--- src/design/fps_pkg.sv ---
// Shared types and constants for the binary indexed tree prefix-sum unit.
// No dependencies; imported by every module of the unit.
`timescale 1ns / 1ps

package fps_pkg;

   localparam int SIZE        = 4096;
   localparam int POS_W       = 13;
   localparam int DATA_W      = 32;
   localparam int NODE_ADDR_W = (SIZE > 1) ? $clog2(SIZE) : 1;
   localparam int WALK_W      = ($clog2(SIZE) + 2 > POS_W + 1) ? $clog2(SIZE) + 2 : POS_W + 1;

   localparam logic [1:0] FUNC_ADD   = 2'd0;
   localparam logic [1:0] FUNC_QUERY = 2'd1;
   localparam logic [1:0] FUNC_CLEAR = 2'd2;

   typedef struct packed {
      logic [1:0]              func;
      logic [POS_W-1:0]        position;
      logic signed [DATA_W-1:0] delta;
   } req_word_type;

   typedef struct packed {
      logic signed [DATA_W-1:0] prefix_sum;
      logic                     bad_position;
   } rsp_word_type;

   typedef struct packed {
      logic                   rd_en;
      logic [NODE_ADDR_W-1:0] rd_addr;
      logic                   wr_en;
      logic [NODE_ADDR_W-1:0] wr_addr;
      logic [DATA_W-1:0]      wr_data;
   } mem_req_type;

   typedef enum logic [5:0] {
      ST_INIT  = 6'b000001,
      ST_IDLE  = 6'b000010,
      ST_ADD   = 6'b000100,
      ST_QUERY = 6'b001000,
      ST_CLEAR = 6'b010000,
      ST_DONE  = 6'b100000
   } state_type;

endpackage

--- src/design/fps_ctrl.sv ---
// Sequencer of the unit: walks the tree one node per cycle for add and query,
// sweeps the memory for clear and after reset, and holds the result register.
// Depends on fps_pkg.
`timescale 1ns / 1ps

module fps_ctrl
   import fps_pkg::*;
(
   input  logic              clock,
   input  logic              reset,
   input  logic              req_valid,
   output logic              req_ready,
   input  req_word_type      req_word,
   output logic              rsp_valid,
   input  logic              rsp_ready,
   output rsp_word_type      rsp_word,
   output mem_req_type       mem_req,
   input  logic [DATA_W-1:0] rd_data
);

   localparam logic [WALK_W-1:0]      SIZE_WALK = WALK_W'(SIZE);
   localparam logic [NODE_ADDR_W-1:0] LAST_ADDR = NODE_ADDR_W'(SIZE - 1);

   state_type              state_ff, state_in;
   logic [WALK_W-1:0]      walk_ff, walk_in;
   logic [DATA_W-1:0]      delta_ff, delta_in;
   logic [DATA_W-1:0]      sum_ff, sum_in;
   logic                   bad_ff, bad_in;
   logic [NODE_ADDR_W-1:0] clr_cnt_ff, clr_cnt_in;
   logic                   rsp_valid_ff, rsp_valid_in;
   rsp_word_type           rsp_word_ff, rsp_word_in;

   logic [WALK_W-1:0]      req_pos;
   logic [WALK_W-1:0]      query_pos;
   logic [WALK_W-1:0]      add_next;
   logic [WALK_W-1:0]      query_next;
   logic [DATA_W-1:0]      query_acc;

   function automatic logic [NODE_ADDR_W-1:0] node_addr(input logic [WALK_W-1:0] p);
      logic [WALK_W-1:0] tmp;
      tmp = p - WALK_W'(1);
      return tmp[NODE_ADDR_W-1:0];
   endfunction

   assign req_pos    = WALK_W'(req_word.position);
   assign query_pos  = (req_pos > SIZE_WALK) ? SIZE_WALK : req_pos;
   assign add_next   = walk_ff + (walk_ff & (~walk_ff + WALK_W'(1)));
   assign query_next = walk_ff & (walk_ff - WALK_W'(1));
   assign query_acc  = sum_ff + rd_data;

   always_comb begin
      state_in     = state_ff;
      walk_in      = walk_ff;
      delta_in     = delta_ff;
      sum_in       = sum_ff;
      bad_in       = bad_ff;
      clr_cnt_in   = clr_cnt_ff;
      rsp_valid_in = rsp_valid_ff;
      rsp_word_in  = rsp_word_ff;
      mem_req      = '0;
      req_ready    = 1'b0;

      if (rsp_valid_ff && rsp_ready) begin
         rsp_valid_in = 1'b0;
      end

      case (state_ff)
         ST_IDLE: begin
            req_ready = 1'b1;
            if (req_valid) begin
               delta_in   = req_word.delta;
               sum_in     = '0;
               bad_in     = 1'b0;
               clr_cnt_in = '0;
               case (req_word.func)
                  FUNC_ADD: begin
                     if (req_pos == '0) begin
                        bad_in   = 1'b1;
                        state_in = ST_DONE;
                     end else if (req_pos > SIZE_WALK) begin
                        state_in = ST_DONE;
                     end else begin
                        walk_in         = req_pos;
                        mem_req.rd_en   = 1'b1;
                        mem_req.rd_addr = node_addr(req_pos);
                        state_in        = ST_ADD;
                     end
                  end
                  FUNC_QUERY: begin
                     if (query_pos == '0) begin
                        state_in = ST_DONE;
                     end else begin
                        walk_in         = query_pos;
                        mem_req.rd_en   = 1'b1;
                        mem_req.rd_addr = node_addr(query_pos);
                        state_in        = ST_QUERY;
                     end
                  end
                  FUNC_CLEAR: begin
                     state_in = ST_CLEAR;
                  end
                  default: begin
                     state_in = ST_DONE;
                  end
               endcase
            end
         end
         ST_ADD: begin
            mem_req.wr_en   = 1'b1;
            mem_req.wr_addr = node_addr(walk_ff);
            mem_req.wr_data = rd_data + delta_ff;
            if (add_next <= SIZE_WALK) begin
               walk_in         = add_next;
               mem_req.rd_en   = 1'b1;
               mem_req.rd_addr = node_addr(add_next);
            end else begin
               state_in = ST_DONE;
            end
         end
         ST_QUERY: begin
            sum_in = query_acc;
            if (query_next != '0) begin
               walk_in         = query_next;
               mem_req.rd_en   = 1'b1;
               mem_req.rd_addr = node_addr(query_next);
            end else begin
               state_in = ST_DONE;
            end
         end
         ST_CLEAR, ST_INIT: begin
            mem_req.wr_en   = 1'b1;
            mem_req.wr_addr = clr_cnt_ff;
            mem_req.wr_data = '0;
            clr_cnt_in      = clr_cnt_ff + NODE_ADDR_W'(1);
            if (clr_cnt_ff == LAST_ADDR) begin
               state_in = (state_ff == ST_INIT) ? ST_IDLE : ST_DONE;
            end
         end
         ST_DONE: begin
            if (!rsp_valid_ff || rsp_ready) begin
               rsp_valid_in             = 1'b1;
               rsp_word_in.prefix_sum   = sum_ff;
               rsp_word_in.bad_position = bad_ff;
               state_in                 = ST_IDLE;
            end
         end
         default: begin
            state_in = ST_IDLE;
         end
      endcase
   end

   always_ff @(posedge clock) begin
      if (reset) begin
         state_ff     <= ST_INIT;
         clr_cnt_ff   <= '0;
         rsp_valid_ff <= 1'b0;
      end else begin
         state_ff     <= state_in;
         clr_cnt_ff   <= clr_cnt_in;
         rsp_valid_ff <= rsp_valid_in;
      end
   end

   always_ff @(posedge clock) begin
      walk_ff     <= walk_in;
      delta_ff    <= delta_in;
      sum_ff      <= sum_in;
      bad_ff      <= bad_in;
      rsp_word_ff <= rsp_word_in;
   end

   assign rsp_valid = rsp_valid_ff;
   assign rsp_word  = rsp_word_ff;

endmodule

--- config.mk ---
export PLATFORM = sky130hd
export DESIGN_NAME = fps_ctrl
export DESIGN_NICKNAME = d
export VERILOG_FILES = /design/src/design/fps_pkg.sv /design/src/design/fps_ctrl.sv
export SDC_FILE = /design/constraint.sdc
export NUM_CORES = 1
export LEC_CHECK = 0
export ABC_AREA = 1
export BUFFER_PORTS_ARGS = -buffer_cell sky130_fd_sc_hd__buf_2
export CAP_MARGIN = 20
export CORE_MARGIN = 1.5
export CORE_UTILIZATION = 45
export CTS_CLUSTER_DIAMETER = 40
export DETAILED_ROUTE_END_ITERATION = 16
export PLACE_DENSITY = 0.66
export SYNTH_ARGS = -nofsm -noshare
export SYNTH_HDL_FRONTEND = slang
export SYNTH_SLANG_ARGS = --single-unit
--- constraint.sdc ---
create_clock -name clock -period 6.3 [get_ports clock]
set_input_delay 1.26 -clock clock [delete_from_list [all_inputs] [get_ports clock]]
set_output_delay 1.26 -clock clock [all_outputs]
set_load 0.03 [all_outputs]
==> flow_summary.yaml <==
die:
  die_w_um: 152
  coreArea_sq_um: 21900
  io_pins: 176
  die_area_sq_um: 23200
  row_count: 54
  start_util_pct: 45.9
  die_y_um: 152
timing:
  setup_viol: 0
  max_freq_ghz: 0.178
  worstMarginPinSlew_ps: 972
  rsz0062_at_grt: "no"
  finalCritPeriodShare_pct: 89.2
  worst_slack_ps: 677
  final.setup_skew_ps: 12.4
  fin_crit_ps: 5620
  tns_ps: 0
  slew-limit-headroom_pct: 35.0
  hold_viol: 0
  drv_slew: 0
routing:
  wl_per_cell_um: 16.8
  dr.pass1.iters: 5
  via_per_inst: 5.51
  drt_iter0_markers: 746
  remaining_drc_errors: 0
  wirelength_um: 29900
  ant_nets: 0
  num_vias: 9827
clocking:
  tritoncts: "built"
  ctsHoldBuffers: 0
  cts_made_buffers: 17
  cts.clk_slew.worst_paths_ps: 60
  cts.path.max_buffers: 2
  cts_root_buf: "clkbuf_16"
  htreeDepth: 4
  cts_setup_buffers: 0
  clk_latency_ps: 430
  cts_resized: 0
  cts_sinks: 131
cells_and_area:
  finalNetCount: 1656
  layout_commonest_cell: "nand2_1"
  layout-area-overhead-vs-synth_pct: 18.1
  layout_common_cells: "nand2_1 (248), buf_2 (175), inv_1 (169)"
  final_layout_size_suffix_gt1_share_pct: 17.0
  n_fill_cell: 2138
  diodes: 0
  post-route-util_pct: 54.2
pwr:
  power_switching_uw: 988
  power_frac_clock_pct: 35.1
  p_leak_nw: 5.44
  p_int_mw: 1.86
  ir_drop_uv: 235
  p_per_area_nw_per_um2: 240
  combPwrFrac_pct: 27.3
  power_frac_seq_pct: 37.7
  switching_share_pct: 34.7
flow_run:
  drv_cap: 0
yosys:
  synth-main-ff-cell: "edfxtp_1"
  syn_inst: 1302
  synth_top_area_share_pct: 33.5
  synthTopCellsByArea: "edfxtp_1 (33%), ha_1 (10%), nand2_1 (9.3%)"
  syn_avg_cell_area_sq_um: 7.72
  syn-num-nets: 1469
  synth-edff-count: 112
  yosysSeqAreaShare_pct: 37.3
  syn_area_sq_um: 10000
  yosysTopAreaCell: "edfxtp_1"
  async_flop_share_pct: 0
  yosysWarnings: 0
  synth.distinct_cells: 47
  ys_ff_latch: 131
grt:
  grt_max_degree: 37
  globalRouteOverflowTotal: 0
  grt_pass1_wl_um: 47600
  grt_usage_pct: 25.6
  grt_pass1_vias: 9373
  antenna_found_initial: 0
placement:
  hpwl_um: 23400
  gp_congestion: 0.967
  dpl_worst_slack_ps: 664
  io_buffer_count: 175
setup_path:
  critical_path_class: "input pin to output pin"
  cp_max_fo: 3
  worstPathRequired_ps: 5040
  worstPathArrival_ps: 4360
  endpoint_kind: "output pin"
  startpoint_type: "input pin"
run_status:
  status: "completed"
worst_hold_path:
  hp-class: "register to register"
## kinds of logic (layout without fill, tap and decap cells)
logic type               Yosys count  in the layout  share of synthesized area (%)
AO/OA/AOI/OAI                    332            332                           19.1
XOR/XNOR                          38             38                           3.31
adder cells (fa/ha/maj)           84             84                           10.6
buffers and inverters            191            391                           7.32
flip-flops                       131            131                           37.3
AND/OR/NAND/NOR                  526            526                           22.4
## power by group through the flow
stage / Sequential [mW] / Clock [mW] / Combinational, mW
floorplan: 1.11 / 0 / 0.518
global placement: 1.09 / 0 / 0.756
detailed placement: 1.09 / 0 / 0.765
CTS: 1.07 / 1.01 / 0.770
global route: 1.08 / 1.05 / 0.865
finish: 1.07 / 0.998 / 0.775
## worst max-delay path, stage by stage
cell	delay (ps)
buf_2	90
ha_1	170
inv_1	60
fa_1	360
inv_1	100
nand3_1	70
nand2_1	120
a21oi_1	130
o21ai_0	340
a21boi_0	170
o21ai_0	320
a21boi_0	220
o21ai_0	390
nand2_1	130
nand3b_1	100
nand2_1	50
nor2_1	70
buf_2	210
## final cells by class
class | count | area [sq um] | share of cell area [%]
clock buffer | 20 | 468 | 3.95
clock inverter | 12 | 114 | 0.960
inverter | 176 | 661 | 5.57
multi-input combinational | 980 | 5590 | 47.1
sequential | 131 | 3740 | 31.6
tap | 280 | 350 | 2.95
timing repair buffer | 183 | 936 | 7.89
## worst paths after layout
path	slack, ps	end	from	depth (start not counted)
setup / recovery	680	mem_req[24]	rd_data[0]	18
hold / removal	420	rsp_word[0]$_DFFE_PP_	bad_ff$_SDFFCE_PN0P_	0
setup reg to reg	2150	walk_ff[6]$_DFFE_PP_	walk_ff[0]$_DFFE_PP_	22
hold reg to reg	420	rsp_word[0]$_DFFE_PP_	bad_ff$_SDFFCE_PN0P_	0
## state kept, by name, summed over array words and instances, names as in the netlist
name,count
delta_ff,32
walk_ff,14
sum_ff,32
state_ff,6
rsp_valid,1
clr_cnt_ff,12
rsp_word,33
bad_ff,1
## cell usage after synthesis (6+ instances only)
cell / number
a21boi_0: 11
a21oi_1: 142
a22oi_1: 6
a31oi_1: 11
clkbuf_1: 12
dfxtp_1: 19
edfxtp_1: 112
ha_1: 82
inv_1: 169
inv_2: 7
nand2_1: 248
nand2_2: 11
nand3_1: 54
nand4_1: 15
nor2_1: 149
nor2_2: 7
nor3_1: 20
o211ai_1: 9
o21a_1: 13
o21ai_0: 80
o221ai_1: 15
o22ai_1: 17
o31ai_1: 6
xnor2_1: 10
xor2_1: 28
## layer usage
metal  share of wire [%]  routed length, um  track usage (%)
met1                  45              13400             34.1
met2                  46              13800             42.3
met3                 6.7               1990             4.38
met4                 2.2                658             8.15
met5                   0                  0                0
## through the flow
step | hold WS (ps) | cell area, sq um | total power, mW | cells
6_report | 420 | 11900 | 2.84 | 1782
2_1_floorplan | 400 | 10000 | 1.63 | 1302
4_1_cts | 421 | 11900 | 2.85 | 1782
5_1_grt | 437 | 11900 | 2.99 | 1782
3_3_place_gp | 406 | 11300 | 1.84 | 1750
3_5_place_dp | 407 | 11300 | 1.85 | 1750
Note: power is estimated with default switching activity, not from simulation.
